**src/rtl/assert_macros.svh**
```systemverilog
// assertion macros used by the table datapath
`ifndef ASSERT_MACROS_SVH
`define ASSERT_MACROS_SVH

// property checked on every rising clock edge outside reset
`define ASSERT_HOLDS(lbl, prop, msg) \
    lbl: assert property (@(posedge i_clk) disable iff (!i_rst_n) prop) else $error(msg);

// implication checked in the same cycle outside reset
`define ASSERT_IMPLIES(lbl, cond, expr, msg) \
    lbl: assert property (@(posedge i_clk) disable iff (!i_rst_n) (cond) |-> (expr)) \
        else $error(msg);

`endif

```
**src/rtl/fckvt_pkg.sv**
```systemverilog
// types, codes and constants of the key/value table
package fckvt_pkg;

    localparam int CAPACITY_DEF   = 16;
    localparam int KEY_BITS_DEF   = 32;
    localparam int VALUE_BITS_DEF = 32;

    localparam int ACTION_W    = 3;
    localparam int INDEX_W     = 8;
    localparam int FOUND_W     = 32;
    localparam int COUNT_OUT_W = 5;

    typedef enum logic [ACTION_W-1:0] {
        ACT_INSERT = 3'd0,
        ACT_UPDATE = 3'd1,
        ACT_UPSERT = 3'd2,
        ACT_ERASE  = 3'd3,
        ACT_LOOKUP = 3'd4,
        ACT_READ   = 3'd5
    } t_action;

    typedef enum logic [1:0] {
        ST_IDLE,
        ST_SCAN,
        ST_MOVE,
        ST_RESULT
    } t_state;

    typedef enum logic [1:0] {
        RD_SCAN,
        RD_INDEX,
        RD_LAST
    } t_rd_sel;

    typedef enum logic [1:0] {
        WR_APPEND,
        WR_MATCH,
        WR_MOVE
    } t_wr_sel;

    typedef enum logic [1:0] {
        RES_NONE,
        RES_VALUE,
        RES_PAIR
    } t_res_kind;

    typedef struct packed {
        logic      load;
        logic      scan;
        logic      rd_en;
        t_rd_sel   rd_sel;
        logic      wr_en;
        t_wr_sel   wr_sel;
        logic      cnt_inc;
        logic      cnt_dec;
        logic      res_set;
        logic      res_ok;
        t_res_kind res_kind;
        logic      out_load;
    } t_cmd;

    typedef struct packed {
        t_action act;
        logic    match;
        logic    miss;
        logic    scan_more;
        logic    full;
        logic    hit_is_last;
        logic    idx_ok;
        logic    out_free;
    } t_sts;

endpackage

```
**src/rtl/fckvt_ctrl.sv**
```systemverilog
// controller state machine: sequences search, write-back and result transfer
module fckvt_ctrl (
    input  logic            i_clk,
    input  logic            i_rst_n,
    input  logic            i_valid,
    input  fckvt_pkg::t_sts i_sts,
    output fckvt_pkg::t_cmd o_cmd,
    output logic            o_stall
);
    import fckvt_pkg::*;

    t_state r_state;
    t_state n_state;

    always_ff @(posedge i_clk) begin
        if (!i_rst_n) begin
            r_state <= ST_IDLE;
        end else begin
            r_state <= n_state;
        end
    end

    always_comb begin
        n_state = r_state;
        o_cmd   = '0;
        o_stall = (r_state != ST_IDLE);
        case (r_state)
            ST_IDLE: begin
                if (i_valid) begin
                    o_cmd.load = 1'b1;
                    n_state    = ST_SCAN;
                end
            end
            ST_SCAN: begin
                case (i_sts.act)
                    ACT_READ: begin
                        o_cmd.res_set = 1'b1;
                        if (i_sts.idx_ok) begin
                            o_cmd.rd_en    = 1'b1;
                            o_cmd.rd_sel   = RD_INDEX;
                            o_cmd.res_ok   = 1'b1;
                            o_cmd.res_kind = RES_PAIR;
                        end
                        n_state = ST_RESULT;
                    end
                    ACT_INSERT, ACT_UPDATE, ACT_UPSERT, ACT_ERASE, ACT_LOOKUP: begin
                        if (i_sts.match) begin
                            o_cmd.res_set = 1'b1;
                            n_state       = ST_RESULT;
                            if (i_sts.act == ACT_UPDATE || i_sts.act == ACT_UPSERT) begin
                                o_cmd.wr_en  = 1'b1;
                                o_cmd.wr_sel = WR_MATCH;
                                o_cmd.res_ok = 1'b1;
                            end else if (i_sts.act == ACT_LOOKUP) begin
                                o_cmd.res_ok   = 1'b1;
                                o_cmd.res_kind = RES_VALUE;
                            end else if (i_sts.act == ACT_ERASE) begin
                                o_cmd.res_ok = 1'b1;
                                if (i_sts.hit_is_last) begin
                                    o_cmd.cnt_dec = 1'b1;
                                end else begin
                                    // fetch the last pair to fill the hole
                                    o_cmd.res_set = 1'b0;
                                    o_cmd.rd_en   = 1'b1;
                                    o_cmd.rd_sel  = RD_LAST;
                                    n_state       = ST_MOVE;
                                end
                            end
                        end else if (i_sts.miss) begin
                            o_cmd.res_set = 1'b1;
                            n_state       = ST_RESULT;
                            if ((i_sts.act == ACT_INSERT || i_sts.act == ACT_UPSERT)
                                && !i_sts.full) begin
                                o_cmd.wr_en   = 1'b1;
                                o_cmd.wr_sel  = WR_APPEND;
                                o_cmd.cnt_inc = 1'b1;
                                o_cmd.res_ok  = 1'b1;
                            end
                        end else if (i_sts.scan_more) begin
                            o_cmd.scan   = 1'b1;
                            o_cmd.rd_en  = 1'b1;
                            o_cmd.rd_sel = RD_SCAN;
                        end
                    end
                    default: begin
                        o_cmd.res_set = 1'b1;
                        n_state       = ST_RESULT;
                    end
                endcase
            end
            ST_MOVE: begin
                o_cmd.wr_en   = 1'b1;
                o_cmd.wr_sel  = WR_MOVE;
                o_cmd.cnt_dec = 1'b1;
                o_cmd.res_set = 1'b1;
                o_cmd.res_ok  = 1'b1;
                n_state       = ST_RESULT;
            end
            ST_RESULT: begin
                if (i_sts.out_free) begin
                    o_cmd.out_load = 1'b1;
                    n_state        = ST_IDLE;
                end
            end
            default: begin
                n_state = ST_IDLE;
            end
        endcase
    end

endmodule

```
**src/rtl/fckvt_dpath.sv**
```systemverilog
// datapath: slot memory, request and count registers, key compare, result register
module fckvt_dpath #(
    parameter int CAPACITY   = fckvt_pkg::CAPACITY_DEF,
    parameter int KEY_BITS   = fckvt_pkg::KEY_BITS_DEF,
    parameter int VALUE_BITS = fckvt_pkg::VALUE_BITS_DEF
) (
    input  logic                                i_clk,
    input  logic                                i_rst_n,
    input  fckvt_pkg::t_cmd                     i_cmd,
    output fckvt_pkg::t_sts                     o_sts,
    input  logic [fckvt_pkg::ACTION_W-1:0]      i_action,
    input  logic [KEY_BITS-1:0]                 i_req_key,
    input  logic [VALUE_BITS-1:0]               i_req_value,
    input  logic [fckvt_pkg::INDEX_W-1:0]       i_slot_index,
    output logic                                o_valid,
    input  logic                                i_stall,
    output logic                                o_ok,
    output logic [fckvt_pkg::FOUND_W-1:0]       o_found_key,
    output logic [fckvt_pkg::FOUND_W-1:0]       o_found_value,
    output logic [fckvt_pkg::COUNT_OUT_W-1:0]   o_entry_count
);
    import fckvt_pkg::*;

    localparam int AW = (CAPACITY > 1) ? $clog2(CAPACITY) : 1;
    localparam int CW = $clog2(CAPACITY + 1);
    localparam int DW = KEY_BITS + VALUE_BITS;
    localparam int XW = CW + INDEX_W;

    logic [DW-1:0] mem [CAPACITY];

    t_action               r_act;
    logic [KEY_BITS-1:0]   r_key;
    logic [VALUE_BITS-1:0] r_val;
    logic [INDEX_W-1:0]    r_idx;
    logic [CW-1:0]         r_count;
    logic [CW-1:0]         r_scan;
    logic                  r_pv;
    logic [AW-1:0]         r_pidx;
    logic [DW-1:0]         r_rd_data;
    logic                  r_res_ok;
    t_res_kind             r_res_kind;
    logic                  r_out_valid;
    logic                  r_ok;
    logic [FOUND_W-1:0]    r_fkey;
    logic [FOUND_W-1:0]    r_fval;
    logic [COUNT_OUT_W-1:0] r_ecount;

    logic [AW-1:0]         last_slot;
    logic [AW-1:0]         rd_addr;
    logic [AW-1:0]         wr_addr;
    logic [DW-1:0]         wr_data;
    logic [KEY_BITS-1:0]   rd_key;
    logic [VALUE_BITS-1:0] rd_val;

    assign last_slot = AW'(r_count - CW'(1));
    assign rd_key    = r_rd_data[DW-1:VALUE_BITS];
    assign rd_val    = r_rd_data[VALUE_BITS-1:0];

    always_comb begin
        case (i_cmd.rd_sel)
            RD_SCAN:  rd_addr = AW'(r_scan);
            RD_INDEX: rd_addr = AW'(r_idx);
            RD_LAST:  rd_addr = last_slot;
            default:  rd_addr = AW'(r_scan);
        endcase
    end

    always_comb begin
        case (i_cmd.wr_sel)
            WR_APPEND: begin
                wr_addr = AW'(r_count);
                wr_data = {r_key, r_val};
            end
            WR_MATCH: begin
                wr_addr = r_pidx;
                wr_data = {r_key, r_val};
            end
            WR_MOVE: begin
                wr_addr = r_pidx;
                wr_data = r_rd_data;
            end
            default: begin
                wr_addr = r_pidx;
                wr_data = {r_key, r_val};
            end
        endcase
    end

    always_ff @(posedge i_clk) begin
        if (i_cmd.wr_en) begin
            mem[wr_addr] <= wr_data;
        end
    end

    always_ff @(posedge i_clk) begin
        if (i_cmd.rd_en) begin
            r_rd_data <= mem[rd_addr];
        end
    end

    // request registers
    always_ff @(posedge i_clk) begin
        if (i_cmd.load) begin
            r_act <= t_action'(i_action);
            r_key <= i_req_key;
            r_val <= i_req_value;
            r_idx <= i_slot_index;
        end
    end

    // scan pointer and compare stage
    always_ff @(posedge i_clk) begin
        if (!i_rst_n) begin
            r_pv   <= 1'b0;
            r_scan <= '0;
        end else if (i_cmd.load) begin
            r_pv   <= 1'b0;
            r_scan <= '0;
        end else begin
            r_pv <= i_cmd.scan;
            if (i_cmd.scan) begin
                r_scan <= r_scan + CW'(1);
            end
        end
    end

    always_ff @(posedge i_clk) begin
        if (i_cmd.scan) begin
            r_pidx <= AW'(r_scan);
        end
    end

    always_ff @(posedge i_clk) begin
        if (!i_rst_n) begin
            r_count <= '0;
        end else if (i_cmd.cnt_inc) begin
            r_count <= r_count + CW'(1);
        end else if (i_cmd.cnt_dec) begin
            r_count <= r_count - CW'(1);
        end
    end

    always_ff @(posedge i_clk) begin
        if (i_cmd.res_set) begin
            r_res_ok   <= i_cmd.res_ok;
            r_res_kind <= i_cmd.res_kind;
        end
    end

    // output register, holds a finished result until its transfer
    always_ff @(posedge i_clk) begin
        if (!i_rst_n) begin
            r_out_valid <= 1'b0;
        end else if (i_cmd.out_load) begin
            r_out_valid <= 1'b1;
        end else if (!i_stall) begin
            r_out_valid <= 1'b0;
        end
    end

    always_ff @(posedge i_clk) begin
        if (i_cmd.out_load) begin
            r_ok     <= r_res_ok;
            r_fkey   <= (r_res_kind == RES_PAIR) ? FOUND_W'(rd_key) : '0;
            r_fval   <= (r_res_kind != RES_NONE) ? FOUND_W'(rd_val) : '0;
            r_ecount <= COUNT_OUT_W'(r_count);
        end
    end

    assign o_valid       = r_out_valid;
    assign o_ok          = r_ok;
    assign o_found_key   = r_fkey;
    assign o_found_value = r_fval;
    assign o_entry_count = r_ecount;

    always_comb begin
        o_sts.act         = r_act;
        o_sts.match       = r_pv && (rd_key == r_key);
        o_sts.miss        = !r_pv && (r_scan >= r_count);
        o_sts.scan_more   = (r_scan < r_count);
        o_sts.full        = (r_count == CW'(CAPACITY));
        o_sts.hit_is_last = (r_pidx == last_slot);
        o_sts.idx_ok      = (XW'(r_idx) < XW'(r_count));
        o_sts.out_free    = !r_out_valid || !i_stall;
    end

    `include "assert_macros.svh"

    `ASSERT_HOLDS(a_count_step, $past(i_rst_n) |-> (r_count == $past(r_count) || r_count == $past(r_count) + CW'(1) || r_count == $past(r_count) - CW'(1)), "entry count moved by more than one")
    `ASSERT_IMPLIES(a_append_writes, i_cmd.cnt_inc, i_cmd.wr_en && i_cmd.wr_sel == WR_APPEND && r_count < CW'(CAPACITY), "count grew without an append")
    `ASSERT_IMPLIES(a_out_free, i_cmd.out_load, !r_out_valid || !i_stall, "result overwrote an untaken result")
    `ASSERT_IMPLIES(a_scan_stops, i_cmd.scan, !o_sts.match && r_scan < r_count, "scan ran past a hit or the count")

endmodule

```
**src/rtl/fixed_capacity_key_value_table.sv**
```systemverilog
// top level of the fixed-capacity key/value table
//
//  channel   direction  handshake            fields
//  request   in         i_valid / o_stall    i_action i_req_key i_req_value i_slot_index
//  result    out        o_valid / i_stall    o_ok o_found_key o_found_value o_entry_count
//
// one request at a time; a key search reads one slot per cycle from the slot memory,
// so a hit in slot k ends the search after slots 0 to k, a miss after all entry_count slots,
// and an erase that moves a pair also passes the move state ST_MOVE after its hit
// read by index and undefined actions take no search and go straight to the result
// reset clears state, counters, valid bits, not slots; slots are read only once written
// a finished result waits in the output register while the next request is taken;
// a further result waits until that register is free
module fixed_capacity_key_value_table #(
    parameter int CAPACITY   = fckvt_pkg::CAPACITY_DEF,
    parameter int KEY_BITS   = fckvt_pkg::KEY_BITS_DEF,
    parameter int VALUE_BITS = fckvt_pkg::VALUE_BITS_DEF
) (
    input  logic                                i_clk,
    input  logic                                i_rst_n,
    input  logic                                i_valid,
    output logic                                o_stall,
    input  logic [fckvt_pkg::ACTION_W-1:0]      i_action,
    input  logic [KEY_BITS-1:0]                 i_req_key,
    input  logic [VALUE_BITS-1:0]               i_req_value,
    input  logic [fckvt_pkg::INDEX_W-1:0]       i_slot_index,
    output logic                                o_valid,
    input  logic                                i_stall,
    output logic                                o_ok,
    output logic [fckvt_pkg::FOUND_W-1:0]       o_found_key,
    output logic [fckvt_pkg::FOUND_W-1:0]       o_found_value,
    output logic [fckvt_pkg::COUNT_OUT_W-1:0]   o_entry_count
);
    import fckvt_pkg::*;

    t_cmd cmd;
    t_sts sts;

    fckvt_ctrl u_ctrl (
        .i_clk   (i_clk),
        .i_rst_n (i_rst_n),
        .i_valid (i_valid),
        .i_sts   (sts),
        .o_cmd   (cmd),
        .o_stall (o_stall)
    );

    fckvt_dpath #(
        .CAPACITY   (CAPACITY),
        .KEY_BITS   (KEY_BITS),
        .VALUE_BITS (VALUE_BITS)
    ) u_dpath (
        .i_clk         (i_clk),
        .i_rst_n       (i_rst_n),
        .i_cmd         (cmd),
        .o_sts         (sts),
        .i_action      (i_action),
        .i_req_key     (i_req_key),
        .i_req_value   (i_req_value),
        .i_slot_index  (i_slot_index),
        .o_valid       (o_valid),
        .i_stall       (i_stall),
        .o_ok          (o_ok),
        .o_found_key   (o_found_key),
        .o_found_value (o_found_value),
        .o_entry_count (o_entry_count)
    );

endmodule
```
**config.mk**
```make
export PLATFORM = sky130hd
export DESIGN_NAME = fixed_capacity_key_value_table
export DESIGN_NICKNAME = d
export VERILOG_FILES = /design/src/rtl/fckvt_pkg.sv /design/src/rtl/fckvt_ctrl.sv /design/src/rtl/fckvt_dpath.sv /design/src/rtl/fixed_capacity_key_value_table.sv
export VERILOG_INCLUDE_DIRS = /design/src /design/src/rtl
export SDC_FILE = /design/constraint.sdc
export NUM_CORES = 1
export LEC_CHECK = 0
export BUFFER_PORTS_ARGS = -buffer_cell sky130_fd_sc_hd__buf_2
export CORE_UTILIZATION = 30
export CTS_CLUSTER_SIZE = 40
export DETAILED_ROUTE_END_ITERATION = 10
export GPL_TIMING_DRIVEN = 0
export HOLD_SLACK_MARGIN = 0.03
export PLACE_DENSITY = 0.42
export SETUP_SLACK_MARGIN = 0.1
export SYNTH_ARGS = -nofsm -noshare
export SYNTH_HDL_FRONTEND = slang
export SYNTH_SLANG_ARGS = --single-unit
```
**constraint.sdc**
```tcl
create_clock -name i_clk -period 9.2 [get_ports i_clk]
set_clock_uncertainty 0.15 [all_clocks]
set_input_delay 1.84 -clock i_clk [delete_from_list [all_inputs] [get_ports i_clk]]
set_output_delay 1.84 -clock i_clk [all_outputs]
set_load 0.005 [all_outputs]
```
==> results.txt <==
Status: complete, no violations
R2R Path Start: u_dpath.r_rd_data[33]
Most frequent CP cell: clkbuf_1
# rows: 147
First-pass GRT wire length: 189.4 mm
Hold Path Cell Cnt: 0
Distinct cells, synth: 60
VDD IR-drop max: 0.1944 mV
Worst path max stage delay: 0.94 ns
Final setup margin: 1.657 ns
Post-cts resize count: 0
RR Endpoint: u_dpath.r_rd_data[23]
Sink Count: 1254
Area delta synth->final: 20.44%
R2R Setup Slk: 1.66 ns
Multi-input gate area: 11000 sq um
Post-synth top area cell: edfxtp_1
Fin crit share: 81.99%
Post-synthesis cell count: 2229
Avg Cell Area, Syn: 21.90 sq um
Synth top area share: 76.29%
Total power: 15.00 mW
Critical Path End Type: register
Antenna viol nets, final: 0
Final #Nets: 2701
Flops & latches, synth: 1254
Max H-tree Level: 4
Syn Nets: 2329
DRC viols: 0
Clock slew at reported path FFs: 0.06 ns
GRT Util Overall: 16.58%
Height of the die: 405.4 microns
CP required: 9.53 ns
WHS: 0.2716 ns
Seq/Total Area, Yosys: 76.86%
Synth warn: 0
Pint: 11.17 mW
Slew headroom: 11.72%
Pleak: 18.78 nW
Root buf cell: clkbuf_16
Max Slew Vio Count: 0
Layout cell share with drive strength beyond 1: 30.01%
F_max: 132.6 MHz
Slowest cell on the critical path: clkbuf_1
Vias: 23420
Flop pwr share: 48.4%
Cell Area, Synth: 48810 sq um
Die W: 405.4 microns
Fin cells: 4871
Num CTS Buffers: 144
Register area: 37520 sq um
Crit path time final: 7.543 ns
Clk pwr share: 37.8%
Hold EP: u_dpath.o_ok
Min-delay worst type: register to register
DPL Wire Length: 88.74 mm
Top FF cell, synth: edfxtp_1
Post-CTS setup buffers: 0
Worst r2r path cells: 14
Worst-path cell chain: xnor2_1, or4b_1, or4_4, nor3_1, nand4_1, ha_1, clkbuf_1, nand2_1, o21ai_1, clkbuf_1, clkbuf_1, mux4_2, mux2i_1, mux2i_1
Most common cell after layout, fill and taps aside: edfxtp_1
Routability cong.: 0.7603
Power Density: 255.1 nW/um^2
Post-synth EDFFs: 1240
Insertion delay of the later-clocked pin in the worst-skew pair: 0.78 ns
Worst slew pin tran: 1.324 ns
Critical Path Fanout Max: 10
Synth area leaders: edfxtp_1, mux4_2, mux2i_1
DRT iter0 DRCs: 2190
Comb power frac: 13.8%
Hold buffers post-CTS: 0
Fill cells: 14862
Number of global-route vias before repair: 24807
# setup viols final: 0
Net switching power: 3.832 mW
TritonCTS clock tree: built
DR pass1 iterations: 5
Number of port buffers: 150
Synth async-reset ratio: 0%
Largest net degree at the start of global routing: 46
Gr ovfl total: 0
WP data arrival: 7.87 ns
RSZ-0062 raised after global routing: false
WL/cell: 27.62 microns
Clock buffer depth: 3
Initial core utilization: 30.29%
Drt total wl: 134.6 mm
Crit path kind: register to register
Max-cap check violation count: 0
Antenna violations before repair: 3
Most frequent cells in the layout: edfxtp_1, mux4_2, mux2i_1
Core area: 161100 sq um
Final Hold Vio Count: 0
Final setup TNS: 0 ns
Placed insts: 4615
Startpoint class of the critical path: register
Sw Share: 25.55%
Final Cell Area: 58790 sq um
Dpl cell area: 54140 sq um
Final core utilization: 36.49%
Ports: 151
Pre-CTS setup slack: 1.597 ns
Via/cell ratio: 4.808
Min-delay src: u_dpath.r_res_ok
Die ar.: 164300 sq um
Yosys cell counts (10+ instances only):
master	n
edfxtp_1	1240
mux2i_1	204
buf_2	41
inv_1	20
and2_1	36
nand2_1	31
dfxtp_1	14
a21oi_1	30
xnor2_1	14
nor2b_1	40
ha_1	21
clkbuf_1	57
xor2_1	29
mux2_2	66
nor2_1	14
o21ai_0	10
mux4_2	256
state kept, by name, indices dropped and copies added, names as in the netlist, 2 cells and up:
signal,cells
u_dpath.r_key,32
u_dpath.r_scan,5
u_dpath.r_pidx,4
u_dpath.r_val,32
u_dpath.r_res_kind,2
u_dpath.r_count,5
u_dpath.r_idx,8
u_ctrl.r_state,2
u_dpath.mem,1024
u_dpath.r_act,3
u_dpath.o_entry_count,5
u_dpath.r_rd_data,64
u_dpath.o_found_value,32
u_dpath.o_found_key,32
worst max path at each step:
stage / startpoint / end / cells after the start
floorplan: i_stall / u_dpath.o_entry_count[0] / 1
global placement: u_dpath.r_key[4] / u_dpath.r_rd_data[40] / 6
detailed placement: u_dpath.r_rd_data[33] / u_dpath.r_rd_data[61] / 15
CTS: u_dpath.r_rd_data[33] / u_dpath.r_rd_data[17] / 15
global route: u_dpath.r_rd_data[33] / u_dpath.r_rd_data[17] / 15
finish: u_dpath.r_rd_data[33] / u_dpath.r_rd_data[23] / 14
critical path: cells and delay by family, from the launching register on:
family                     cells  cell delay [ns]
DFF                            1             0.48
muxes                          3             0.82
buffers and inverters          3             2.04
AOI/OAI and AO/OA              1             0.26
adders and majority gates      1             0.37
xor gates and xnor gates       1             0.91
and+or+nand+nor                5             2.19
power by group through the flow:
| stage | registers (mW) | logic (mW) | clock network, mW |
|---|---|---|---|
| 2_1_floorplan | 7.34 | 1.21 | 0 |
| 3_3_place_gp | 7.47 | 1.91 | 0 |
| 4_1_cts | 7.27 | 2.12 | 5.81 |
| 3_5_place_dp | 7.38 | 2.11 | 0 |
| 6_report | 7.26 | 2.07 | 5.66 |
| 5_1_grt | 7.29 | 2.26 | 6.02 |
final cells by class:
cell class                      instances  area share [%]
Tap cell                             2160           4.597
Sequential cell                      1254           63.82
Multi-Input combinational cell        855           18.71
Clock buffer                          185           6.536
Clock inverter                         69           1.354
Inverter                               20          0.1320
Antenna cell                            2        0.008514
Buffer                                100          0.7385
Timing Repair Buffer                  226           4.108
layer usage:
metal | track usage, % | part of all wire [%] | vias up | wire length, microns
met5 | 0 | 0 | - | 0
met4 | 4.034 | 1.7 | 0 | 2340
met3 | 2.761 | 4.0 | 140 | 5369
met2 | 27.03 | 49 | 534 | 65450
met1 | 23.03 | 46 | 12722 | 61400
li1 | - | - | 10024 | -
cell families (layout without fill, tap and decap cells):
group | after synthesis | after routing | share of synthesized area (%)
xor+xnor | 43 | 43 | 0.7716
other cells | 0 | 2 | 0
flops | 1254 | 1254 | 76.86
compound gates | 81 | 81 | 1.066
simple gates | 183 | 183 | 2.169
mux | 527 | 527 | 17.55
fa+ha+maj | 21 | 21 | 0.5383
buf+inv | 120 | 600 | 1.043
No activity file was read; power rests on OpenSTA's default activity.
